===== config.mk =====
export PLATFORM = sky130hd
export DESIGN_NAME = imufir_merge
export DESIGN_NICKNAME = d
export VERILOG_FILES = /design/src/hw/rtl/imufir_pkg.sv /design/src/hw/rtl/imufir_merge.sv
export SDC_FILE = /design/constraint.sdc
export NUM_CORES = 1
export LEC_CHECK = 0
export BUFFER_PORTS_ARGS = -buffer_cell sky130_fd_sc_hd__buf_2
export CAP_MARGIN = 20
export CELL_PAD_IN_SITES_DETAIL_PLACEMENT = 1
export CELL_PAD_IN_SITES_GLOBAL_PLACEMENT = 1
export CORE_ASPECT_RATIO = 1.4
export CORE_MARGIN = 2
export CORE_UTILIZATION = 42
export CTS_CLUSTER_SIZE = 30
export DETAILED_ROUTE_END_ITERATION = 8
export GPL_TIMING_DRIVEN = 0
export HOLD_SLACK_MARGIN = 0.05
export PLACE_DENSITY = 0.84
export RECOVER_POWER = 25
export SYNTH_ARGS = -nofsm -noshare
export SYNTH_HDL_FRONTEND = slang
export SYNTH_SLANG_ARGS = --single-unit

===== constraint.sdc =====
create_clock -name aclk -period 7.5 [get_ports aclk]
set_input_delay 1.125 -clock aclk [delete_from_list [all_inputs] [get_ports aclk]]
set_output_delay 1.125 -clock aclk [all_outputs]
set_load 0.01 [all_outputs]

===== src/hw/rtl/imufir_pkg.sv =====
package imufir_pkg;

    // Sensor kind codes carried in tuser
    localparam logic [1:0] KIND_GYRO   = 2'd0;
    localparam logic [1:0] KIND_ACCEL  = 2'd1;
    localparam logic [1:0] KIND_ORIENT = 2'd2;
    localparam logic [1:0] KIND_FLEX   = 2'd3;

    localparam logic [11:0] FLEX_THRESHOLD_RESET = 12'd1700;

    // Symmetric low-pass tables: first half plus center tap, one row per filtered kind (gyro, accel, orientation)
    localparam int TABLE_TAPS = 101;
    localparam int HALF_TAPS  = 51;

    localparam shortint COEF_TABLE [3][HALF_TAPS] = '{
        '{ -15, -10, 0, 11, 20, 23, 19, 6, -13, -32,
           -44, -41, -21, 12, 51, 79, 83, 56, 0, -69,
           -128, -150, -120, -36, 78, 187, 247, 225, 114, -63,
           -252, -382, -394, -260, 0, 313, 573, 673, 538, 165,
           -364, -894, -1229, -1184, -644, 398, 1817, 3382, 4800, 5789,
           6143 },
        '{ 3, 13, 18, 15, 4, -11, -25, -29, -19, 4,
           31, 49, 47, 18, -27, -71, -88, -64, 0, 79,
           135, 135, 65, -54, -170, -224, -175, -27, 165, 311,
           328, 183, -83, -361, -512, -435, -121, 323, 702, 810,
           528, -105, -868, -1416, -1397, -591, 982, 3037, 5089, 6602,
           7158 },
        '{ 12, 7, 0, -7, -15, -22, -27, -28, -24, -15,
           0, 19, 40, 59, 72, 74, 64, 39, 0, -48,
           -98, -142, -169, -172, -145, -86, 0, 104, 210, 301,
           356, 360, 302, 179, 0, -216, -439, -634, -762, -785,
           -674, -412, 0, 546, 1191, 1886, 2573, 3190, 3679, 3993,
           4101 }
    };

    // Coefficient of one tap; taps past the table are zero
    function automatic logic signed [15:0] coef_at(input logic [1:0] kind,
                                                   input int unsigned tap);
        logic [5:0]         j;
        logic signed [15:0] c;
        c = '0;
        j = '0;
        if (tap < TABLE_TAPS && kind != KIND_FLEX) begin
            j = (tap < HALF_TAPS) ? 6'(tap) : 6'(TABLE_TAPS - 1 - tap);
            c = COEF_TABLE[kind][j];
        end
        return c;
    endfunction

    // Sequencer states
    typedef enum logic [2:0] {
        ST_CLEAR,
        ST_IDLE,
        ST_WRITE,
        ST_RUN,
        ST_DRAIN,
        ST_FINISH
    } state_t;

    // Sequencer to lane controls
    typedef struct packed {
        logic wr_en;
        logic rd_en;
        logic acc_clr;
    } lane_ctrl_t;

    // Lane pipeline occupancy
    typedef struct packed {
        logic s1_valid;
        logic s2_valid;
    } lane_stat_t;

endpackage


===== src/hw/rtl/imufir_merge.sv =====
module imufir_merge #(
    parameter int SAMPLE_WIDTH = 16,
    localparam int M_DW = ((6 * SAMPLE_WIDTH + 6 + 7) / 8) * 8
) (
    input  logic                           aclk,
    input  logic                           aresetn,
    input  logic                           load,
    input  logic [1:0]                     kind,
    input  logic signed [SAMPLE_WIDTH-1:0] filt [3],
    input  logic [11:0]                    flex [3],
    input  logic [11:0]                    threshold,
    output logic                           out_free,
    output logic                           m_tvalid,
    input  logic                           m_tready,
    output logic [M_DW-1:0]                m_tdata,
    output logic [1:0]                     m_tuser
);
    import imufir_pkg::*;

    logic                           m_tvalid_reg;
    logic [1:0]                     kind_reg;
    logic signed [SAMPLE_WIDTH-1:0] filt_reg  [3];
    logic signed [SAMPLE_WIDTH:0]   delta_reg [3];
    logic                           bent_reg  [3];
    logic signed [SAMPLE_WIDTH-1:0] last_reg  [3];
    logic signed [SAMPLE_WIDTH:0]   delta_next [3];
    logic                           is_orient;
    logic                           is_flex;

    assign out_free  = !m_tvalid_reg || m_tready;
    assign is_orient = (kind == KIND_ORIENT);
    assign is_flex   = (kind == KIND_FLEX);

    // Change against the previous filtered orientation
    always_comb begin
        for (int a = 0; a < 3; a++) begin
            delta_next[a] = {filt[a][SAMPLE_WIDTH-1], filt[a]}
                          - {last_reg[a][SAMPLE_WIDTH-1], last_reg[a]};
        end
    end

    // Output word register and orientation memory
    always_ff @(posedge aclk) begin
        if (!aresetn) begin
            m_tvalid_reg <= 1'b0;
            for (int a = 0; a < 3; a++) begin
                last_reg[a] <= '0;
            end
        end else begin
            if (load) begin
                m_tvalid_reg <= 1'b1;
            end else if (m_tready) begin
                m_tvalid_reg <= 1'b0;
            end
            if (load && is_orient) begin
                for (int a = 0; a < 3; a++) begin
                    last_reg[a] <= filt[a];
                end
            end
        end
        if (load) begin
            kind_reg <= kind;
            for (int a = 0; a < 3; a++) begin
                filt_reg[a]  <= is_flex ? '0 : filt[a];
                delta_reg[a] <= is_orient ? delta_next[a] : '0;
                bent_reg[a]  <= is_flex && (flex[a] <= threshold);
            end
        end
    end

    assign m_tvalid = m_tvalid_reg;
    assign m_tuser  = kind_reg;
    assign m_tdata  = M_DW'({bent_reg[2], bent_reg[1], bent_reg[0],
                             delta_reg[2], delta_reg[1], delta_reg[0],
                             filt_reg[2], filt_reg[1], filt_reg[0]});

    // Deltas only on orientation words
    a_delta_kind: assert property (@(posedge aclk) disable iff (!aresetn)
        m_tvalid_reg && kind_reg != KIND_ORIENT
        |-> delta_reg[0] == '0 && delta_reg[1] == '0 && delta_reg[2] == '0)
        else $error("nonzero delta on a non-orientation word");

    // Orientation memory moves only with an orientation word
    a_last_hold: assert property (@(posedge aclk) disable iff (!aresetn)
        !(load && is_orient)
        |=> $stable(last_reg[0]) && $stable(last_reg[1]) && $stable(last_reg[2]))
        else $error("last orientation changed without an orientation word");

endmodule


==> results of run 1 <==
critical path, cell delays in order:
cell,delay (ps)
clkbuf_1,1510
buf_16,370
and3_1,280
clkbuf_1,380
clkbuf_1,380
and2_1,200
logic make-up (layout without fill, tap and decap cells):
logic type / count (synthesis) / count (layout) / synth area share [%]
AOI/OAI and AO/OA: 159 / 159 / 11.4
xor gates and xnor gates: 18 / 18 / 1.79
adders and majority gates: 87 / 87 / 12.6
buffers and inverters: 101 / 343 / 4.44
DFF: 153 / 153 / 52.1
muxes: 5 / 5 / 0.569
other: 1 / 4 / 0.0426
and+or+nand+nor: 278 / 278 / 17.0
area by class of cell:
cell class / count / area [sq um] / area share [%]
inverter: 75 / 282 / 2.59
clock inverter: 14 / 196 / 1.81
clock buffer: 18 / 429 / 3.95
multi-input combinational: 549 / 3830 / 35.3
antenna: 2 / 5.00 / 0.0461
timing repair buffer: 210 / 1110 / 10.2
tap: 256 / 320 / 2.95
sequential: 153 / 4580 / 42.2
buffer: 26 / 108 / 0.990
routing by layer:
metal  share of wire, %  up-vias  track usage [%]  wire length [microns]
li1                   -     3317                -                      -
met1                 38     3385             25.7                   9660
met2                 54      217             43.4                  13500
met3                4.9       53             4.96                   1240
met4                3.0        0             9.57                    758
met5                  0        -                0                      0
through the flow:
stage / instances / util (%) / hold WS, ps
floorplan: 803 / - / 596
global placement: 1266 / 49.4 / 489
detailed placement: 1269 / 49.8 / 540
CTS: 1301 / 52.9 / 550
global route: 1303 / 52.9 / 587
finish: 1303 / 52.9 / 537
cells in the final DEF, fill, tap and decap left out, types with 3 or more instances in the layout:
cell type / synthesis / final
clkinvlp_4: 0 / 3
clkbuf_16: 0 / 17
clkinv_4: 0 / 3
a31oi_1: 4 / 4
nand4_1: 16 / 16
a211oi_1: 4 / 4
nor3_1: 11 / 11
xor2_1: 8 / 8
clkbuf_1: 18 / 22
o31a_1: 4 / 4
and2_1: 91 / 91
mux2i_1: 5 / 5
bufinv_16: 0 / 4
o211ai_1: 5 / 5
nor2b_1: 13 / 13
or4_1: 3 / 3
nand2b_1: 18 / 18
a21o_1: 12 / 12
edfxtp_1: 152 / 152
fa_1: 3 / 3
o21bai_1: 3 / 3
nand2_1: 44 / 44
o21ai_0: 46 / 45
nor3b_1: 3 / 3
xnor2_1: 10 / 10
a21oi_1: 53 / 53
ha_1: 84 / 84
o21a_1: 9 / 9
o311ai_0: 3 / 3
nand3_1: 11 / 11
inv_1: 75 / 75
and3_1: 3 / 3
buf_1: 3 / 3
nor2_1: 55 / 55
buf_2: 3 / 207
power by group through the flow:
| stage | combinational, W | sequential (W) | clock, W |
|---|---|---|---|
| finish | 0.000480 | 0.00103 | 0.000925 |
| global route | 0.000535 | 0.00104 | 0.000969 |
| CTS | 0.000483 | 0.00104 | 0.000936 |
| detailed placement | 0.000474 | 0.00105 | 0 |
| global placement | 0.000448 | 0.00105 | 0 |
| floorplan | 0.000263 | 0.00108 | 0 |
worst max-delay path by stage:
stage	endpoint	slack, ps	startpoint
2_1_floorplan	last_reg[0][0]$_SDFFCE_PN0P_	1740	kind[0]
3_3_place_gp	last_reg[0][44]$_SDFFCE_PN0P_	-1870	load
3_5_place_dp	last_reg[0][44]$_SDFFCE_PN0P_	3760	kind[0]
4_1_cts	last_reg[0][27]$_SDFFCE_PN0P_	4230	kind[0]
5_1_grt	last_reg[0][30]$_SDFFCE_PN0P_	3180	load
6_report	last_reg[0][36]$_SDFFCE_PN0P_	3480	load
==> flow_summary.ini, run 1 <==
[logic_synthesis]
yosys.cell_count.top_type = edfxtp_1
post_synth_inst_count = 802
synth_edf_count = 152
yosys.area.top_type_share_pct = 51.9
synth_ff_type = edfxtp_1
syn-mean-instance-area_sq_um = 11.0
yosys_warnings = 0
synth_seq_cells = 153
synth_seq_area_share_pct = 52.1
async_reset_ff_share_pct = 0
synth.top_cells.by_area = edfxtp_1 52%, ha_1 12%, and2_1 6.5%
yosys.cell_types.count = 56
post_synth_most_frequent_cells = 152 x edfxtp_1, 91 x and2_1, 84 x ha_1, 75 x inv_1, 55 x nor2_1
syn_area_sq_um = 8790
yosys.area.top_type = edfxtp_1

[clock_tree]
clock_tree_from_tritoncts = yes
post_cts_buffers = 0
cts-root-buf = clkbuf_16
cts_clock_pin_slew_for_the_worst_setup_and_hold_paths_ps = 70
cts_max_level = 4
worst_skew_pair.late_latency_ps = 440
ctsHoldBuffers = 0
cts_max_path_buffers = 2
tritoncts.num_buffers = 17
clock-sinks = 153
post_cts_resized = 0

[detailed_routing]
drt.antenna.violating_nets = 0
routed_wl_mm = 25.1
via_density_per_instance = 5.35
routed_wire_length_per_instance_microns = 19.3
routed-via-count = 6972
drt-initial-drc-count = 384
detail_route.drc_violations = 0
drtPass1Iterations = 5

[worst_setup_path]
setup.worst_path.end_class = flop
worst_reg2reg_path_startpoint = last_reg[0][0]$_SDFFCE_PN0P_
r2r.worst_path.cells = 8
cp_data_required_time_ps = 7800
crit-reg2reg-capture = delta_reg[0][14]$_SDFFCE_PP0P_
worstPathMaxFanout = 74
reg2reg_setup_slack_ps = 4900
path_class = primary input to flop
crit_path_start_kind = primary input
worst-endpoint-arrival_ps = 4320

[placement]
pre_cts_slack_ps = 3760
post_dp_cell_area_sq_um = 10200
gp_routability_congestion = 0.849
numPortBuffers = 207
post-dp-hpwl_mm = 19.1

[hold_path]
hold_path_startpoint = m_tvalid$_SDFFE_PN0P_
hold_path_class = flop to flop
worstHoldPathCells = 2
worst_hold_path.endpoint = m_tvalid$_SDFFE_PN0P_

[timing]
finalWorstSetupSlack_ps = 3480
normalized_max_slew_margin_pct = -43.9
max_freq_ghz = 0.249
worst_pin_slew_ps = 2160
clock-skew-final_ps = 8.22
fin_crit_sh_pct = 53.6
report.final.hold_viol_count = 0
timing.final.crit_period_ps = 4020
totalNegativeSetupSlack_ps = 0
finalSetupViolations = 0
grt_setup_unrepaired = no
drv_slew = 33

[outcome]
status = finished, violations left
failing_checks = max-capacitance violations, max-slew violations

[power_and_ir_drop]
leakage_power_total_nw = 4.84
clock_power_share_pct = 37.9
p_per_area_nw_per_um2 = 225
swShare_pct = 27.6
power.share.combinational_pct = 19.7
share_seq_of_total_power_pct = 42.4
switchingPower_w = 0.000673
p_int_w = 0.00177
ir_drop_mv = 0.141
design_power_total_w = 0.00244

[grt]
via_count_of_the_first_global_routing_pass = 7590
grtUsageTotal_pct = 23.4
global_route_wire_length_before_repair_mm = 40.0
pin_count_of_the_biggest_net_entering_global_routing = 75
antenna_violations_before_repair = 2
gr-total-overflow = 0

[cells_and_area]
layout.filler_cells = 2295
final_net_count = 1221
area_overhead_vs_synth_pct = 23.6
ratio_of_cells_with_drive_above_1_in_the_final_layout_pct = 24.3
largest_register_ffs = 51
final_area_sq_um = 10900

[job]
max_cap_violations = 1

[floorplanning]
fp.coreArea_sq_um = 20600
ios = 210
die_extent_in_y_microns = 175
start_util_pct = 42.8
floorplan.die_area_sq_um = 22100
chipWidth_microns = 126
floorplan.rows = 62
Note: power is estimated with default switching activity, not from simulation.
==> inputs of run 2 (changes only) <==
==> constraint.sdc (replaced) <==
create_clock -name aclk -period 4.1 [get_ports aclk]
set_input_delay 0.615 -clock aclk [delete_from_list [all_inputs] [get_ports aclk]]
set_output_delay 0.615 -clock aclk [all_outputs]
set_load 0.01 [all_outputs]
==> flow_summary.ini, run 2 (synthesis gave the netlist of run 1 again) <==
[floorplanning]
start_util_pct = 42.8
fp.coreArea_sq_um = 20600
die_extent_in_y_microns = 175
chipWidth_microns = 126
floorplan.die_area_sq_um = 22100
floorplan.rows = 62
ios = 210

[timing]
clock-skew-final_ps = 6.41
fin_crit_sh_pct = 73.2
finalSetupViolations = 0
worst_pin_slew_ps = 825
max_freq_ghz = 0.333
normalized_max_slew_margin_pct = 45.0
report.final.hold_viol_count = 0
drv_slew = 0
timing.final.crit_period_ps = 3000
finalWorstSetupSlack_ps = 1100
grt_setup_unrepaired = no

[cells_and_area]
ratio_of_cells_with_drive_above_1_in_the_final_layout_pct = 23.6
commonest_non_fill_non_tap_cells_in_the_layout = 206 x buf_2, 152 x edfxtp_1, 91 x and2_1
final_net_count = 1221
final-seq-area_sq_um = 4580
layout_commonest_cell = buf_2
largest_register_ffs = 51
area_overhead_vs_synth_pct = 22.6
finish.cell_count_without_fillers = 1301
multi_input_logic_area_sq_um = 3830
layout.filler_cells = 2315

[hold_path]
hold_path_class = primary input to flop
worstHoldPathCells = 1
worst_hold_path.endpoint = m_tuser[1]$_DFFE_PP_
hold_path_startpoint = kind[1]

[clock_tree]
post_cts_resized = 0
cts_clock_pin_slew_for_the_worst_setup_and_hold_paths_ps = 60
cts_max_level = 4
post_cts_buffers = 0
clock-sinks = 153
cts_max_path_buffers = 2
ctsHoldBuffers = 0
clock_tree_from_tritoncts = yes
tritoncts.num_buffers = 17
cts-root-buf = clkbuf_16
worst_skew_pair.late_latency_ps = 440

[worst_setup_path]
timing.critical_path.mode_cell = clkbuf_1
crit_path_start_kind = primary input
crit_path_max_incr_delay_ps = 690
path_class = primary input to flop
worstPathMaxFanout = 24
setup.worst_path.end_class = flop
worst-endpoint-arrival_ps = 3200
worst_reg2reg_path_startpoint = last_reg[0][0]$_SDFFCE_PN0P_
reg2reg_setup_slack_ps = 1520
critical_path.n_buffers_inverters = 6
crit-reg2reg-capture = delta_reg[0][14]$_SDFFCE_PP0P_
r2r.worst_path.cells = 8
cp_cell_sequence = clkbuf_1 -> clkbuf_1 -> nand2b_1 -> clkbuf_1 -> clkbuf_1 -> o21ai_4 -> buf_12 -> buf_16
critPathTopFamily = buffers and inverters
critical-path-slowest-cell = clkbuf_1
cp_data_required_time_ps = 4300

[power_and_ir_drop]
share_seq_of_total_power_pct = 44.4
p_int_w = 0.00309
switchingPower_w = 0.00118
swShare_pct = 27.6
power.share.combinational_pct = 20.5
clock_power_share_pct = 35.1
ir_drop_mv = 0.301
p_per_area_nw_per_um2 = 395
leakage_power_total_nw = 4.81

[detailed_routing]
routed-via-count = 6881
routed_wl_mm = 24.5
detail_route.drc_violations = 0
routed_wire_length_per_instance_microns = 18.8
drt.antenna.violating_nets = 0
via_density_per_instance = 5.29
drtPass1Iterations = 6
drt-initial-drc-count = 306

[placement]
numPortBuffers = 207
post-dp-hpwl_mm = 18.8
instance_count_after_placement_with_tap_cells_included = 1269
pre_cts_slack_ps = 773
gp_routability_congestion = 0.832

[grt]
pin_count_of_the_biggest_net_entering_global_routing = 62
grtUsageTotal_pct = 22.7
antenna_violations_before_repair = 0
via_count_of_the_first_global_routing_pass = 7335
gr-total-overflow = 0
global_route_wire_length_before_repair_mm = 38.5

[outcome]
status = finished, final reports clean

[job]
max_cap_violations = 0
==> run 2: layout make-up <==
class | count | area share, %
clock inverter | 12 | 1.01
timing repair buffer | 210 | 10.3
multi-input combinational | 549 | 35.6
clock buffer | 19 | 4.01
antenna | 1 | 0.0232
sequential | 153 | 42.5
inverter | 75 | 2.61
buffer | 26 | 0.998
tap | 256 | 2.97
==> run 2: metrics by stage <==
step,setup TNS (ps),area (sq um),hold WS (ps),total power (W),utilization (%)
3_5_place_dp,0,10200,504,0.00279,49.8
5_1_grt,0,10800,390,0.00444,52.4
4_1_cts,0,10800,345,0.00430,52.5
3_3_place_gp,-126400,10200,489,0.00274,49.4
2_1_floorplan,0,8800,596,0.00245,-
6_report,0,10800,378,0.00426,52.5
==> run 2: worst max path at each step <==
| stage | from | end | slack, ps | depth (start not counted) |
|---|---|---|---|---|
| final | kind[0] | last_reg[0][44]$_SDFFCE_PN0P_ | 1100 | 8 |
| after global routing | kind[0] | last_reg[0][44]$_SDFFCE_PN0P_ | 950 | 8 |
| after CTS | kind[0] | last_reg[0][44]$_SDFFCE_PN0P_ | 1250 | 8 |
| after detailed placement | kind[0] | last_reg[0][44]$_SDFFCE_PN0P_ | 770 | 8 |
| after global placement | load | last_reg[0][39]$_SDFFCE_PN0P_ | -2640 | 3 |
| after floorplan | kind[0] | last_reg[0][0]$_SDFFCE_PN0P_ | 150 | 5 |
==> run 2: layer usage <==
metal	routed length, microns	vias to the layer above	track usage, %	share of wire [%]
met4	534	0	8.42	2.2
met2	13300	193	42.3	54
met1	9460	3330	24.7	39
met5	0	-	0	0
met3	1250	39	5.36	5.1
li1	-	3319	-	-
==> run 2: power by group through the flow <==
stage / Clock, W / Combinational [W] / Sequential (W)
after floorplan: 0 / 0.000481 / 0.00197
final: 0.00150 / 0.000874 / 0.00189
after global routing: 0.00157 / 0.000972 / 0.00190
after detailed placement: 0 / 0.000869 / 0.00193
after global placement: 0 / 0.000817 / 0.00192
after CTS: 0.00152 / 0.000883 / 0.00189
==> inputs of run 3 (changes only) <==
==> constraint.sdc (replaced) <==
create_clock -name aclk -period 2.8 [get_ports aclk]
set_input_delay 0.42 -clock aclk [delete_from_list [all_inputs] [get_ports aclk]]
set_output_delay 0.42 -clock aclk [all_outputs]
set_load 0.01 [all_outputs]
==> flow_summary.ini, run 3 (synthesis gave the netlist of run 1 again) <==
[outcome]
status = finished, final reports clean

[placement]
instance_count_after_placement_with_tap_cells_included = 1268
gp_routability_congestion = 0.834
numPortBuffers = 207
post_dp_cell_area_sq_um = 10200
post-dp-hpwl_mm = 18.9

[floorplanning]
floorplan.rows = 62
die_extent_in_y_microns = 175
floorplan.die_area_sq_um = 22100
start_util_pct = 42.8
chipWidth_microns = 126
ios = 210
fp.coreArea_sq_um = 20600

[clock_tree]
cts_max_path_buffers = 2
cts-root-buf = clkbuf_16
tritoncts.num_buffers = 17
cts_clock_pin_slew_for_the_worst_setup_and_hold_paths_ps = 60
ctsHoldBuffers = 0
worst_skew_pair.late_latency_ps = 440
clock_tree_from_tritoncts = yes
cts_max_level = 4
post_cts_resized = 0
post_cts_buffers = 0
clock-sinks = 153

[timing]
finalSetupViolations = 0
grt_setup_unrepaired = no
normalized_max_slew_margin_pct = 38.6
clock-skew-final_ps = 7.48
fin_crit_sh_pct = 92.2
drv_slew = 0
timing.hold.ws_ps = 184
max_freq_ghz = 0.387
report.final.hold_viol_count = 0
worst_pin_slew_ps = 920
timing.final.crit_period_ps = 2580

[cells_and_area]
largest_register_ffs = 51
finish.cell_count_without_fillers = 1301
commonest_non_fill_non_tap_cells_in_the_layout = 209 x buf_2, 152 x edfxtp_1, 91 x and2_1
final_area_sq_um = 10800
final_net_count = 1221
ratio_of_cells_with_drive_above_1_in_the_final_layout_pct = 23.9
area_overhead_vs_synth_pct = 22.4
layout_commonest_cell = buf_2

[detailed_routing]
routed_wl_mm = 25.3
via_density_per_instance = 5.43
drt-initial-drc-count = 392
routed-via-count = 7066
detail_route.drc_violations = 0
drt.antenna.violating_nets = 0
drtPass1Iterations = 4
routed_wire_length_per_instance_microns = 19.4

[grt]
gr-total-overflow = 0
grtUsageTotal_pct = 22.8
antenna_violations_before_repair = 2
via_count_of_the_first_global_routing_pass = 7477
pin_count_of_the_biggest_net_entering_global_routing = 62
global_route_wire_length_before_repair_mm = 39.3

[worst_setup_path]
worst_reg2reg_path_startpoint = last_reg[0][0]$_SDFFCE_PN0P_
worstPathMaxFanout = 4
setup.worst_path.end_class = flop
worst-endpoint-arrival_ps = 2750
path_class = flop to flop
r2r.worst_path.cells = 8
reg2reg_setup_slack_ps = 220
timing.critical_path.mode_cell = o21ai_0
cp_data_required_time_ps = 2970
critical-path-slowest-cell = o21ai_0
crit_path_max_incr_delay_ps = 420
cp_cell_sequence = ha_1 -> fa_1 -> nor2b_1 -> o31a_1 -> o21ai_0 -> o21ai_0 -> xnor2_1 -> nor2_1
crit-reg2reg-capture = delta_reg[0][10]$_SDFFCE_PP0P_
crit_path_start_kind = flop

[power_and_ir_drop]
design_power_total_w = 0.00625
clock_power_share_pct = 35.0
p_per_area_nw_per_um2 = 581
ir_drop_mv = 0.452
p_int_w = 0.00452
power.share.combinational_pct = 20.7
switchingPower_w = 0.00174
swShare_pct = 27.8
share_seq_of_total_power_pct = 44.3
leakage_power_total_nw = 4.81

[job]
max_cap_violations = 0

[hold_path]
worst_hold_path.endpoint = m_tuser[1]$_DFFE_PP_
worstHoldPathCells = 1
hold_path_startpoint = kind[1]
hold_path_class = primary input to flop
[run 3: cell count changes in the layout (fill, tap and decap cells not counted)]
cell,change
buf_2,+3
clkbuf_1,-3
clkinv_2,+2
buf_16,-1
clkinv_1,-1
clkinv_4,-1
clkinvlp_4,-1
inv_6,+1
o21ai_2,+1
[run 3: through the flow]
step	util (%)	setup TNS, ps	setup WS, ps
final	52.4	0	219
after global routing	52.4	0	99.5
after CTS	52.3	0	47.7
after detailed placement	49.7	-14380	-411
after global placement	49.4	-109420	-1600
after floorplan	-	0	417
[run 3: power by group through the flow]
| stage | registers, W | logic [W] | clock network (W) |
|---|---|---|---|
| 6_report | 0.00277 | 0.00129 | 0.00219 |
| 5_1_grt | 0.00279 | 0.00143 | 0.00230 |
| 4_1_cts | 0.00278 | 0.00129 | 0.00222 |
| 3_5_place_dp | 0.00282 | 0.00126 | 0 |
| 3_3_place_gp | 0.00281 | 0.00120 | 0 |
| 2_1_floorplan | 0.00288 | 0.000706 | 0 |
[run 3: how the worst max path moves through the flow]
stage                                  from                              to  slack (ps)  cells after the start
2_1_floorplan                       kind[0]    last_reg[0][0]$_SDFFCE_PN0P_         420                      5
3_3_place_gp                           load   last_reg[0][44]$_SDFFCE_PN0P_       -1600                      3
3_5_place_dp                        kind[0]   last_reg[0][42]$_SDFFCE_PN0P_        -410                      7
4_1_cts                             kind[0]   last_reg[0][42]$_SDFFCE_PN0P_          50                      7
5_1_grt                             kind[0]   last_reg[0][44]$_SDFFCE_PN0P_         100                      7
6_report       last_reg[0][0]$_SDFFCE_PN0P_  delta_reg[0][10]$_SDFFCE_PP0P_         220                      8
[run 3: cell type report]
class                   instances  area, sq um
inverters                      75          282
well taps                     256          320
plain buffers                  26          109
clock buffers                  19          433
flip-flops and latches        153         4580
repair buffers                209         1090
fillers                      2310         9790
clock inverters                12          108
multi-input cells             550         3840
diodes                          1         2.50
[run 3: critical path, delay by kind of cell (launching register included)]
kind	cells	cell delay, ps
compound gates	3	900
xor+xnor	1	170
fa+ha+maj	2	600
flops	1	370
simple gates	2	270
[run 3: metal layers]
metal	global-route usage, %	vias to the layer above	wire [microns]
li1	-	3314	-
met3	4.93	51	1270
met5	0	-	15
met4	9.62	2	753
met1	24.8	3452	9640
met2	42.5	247	13600
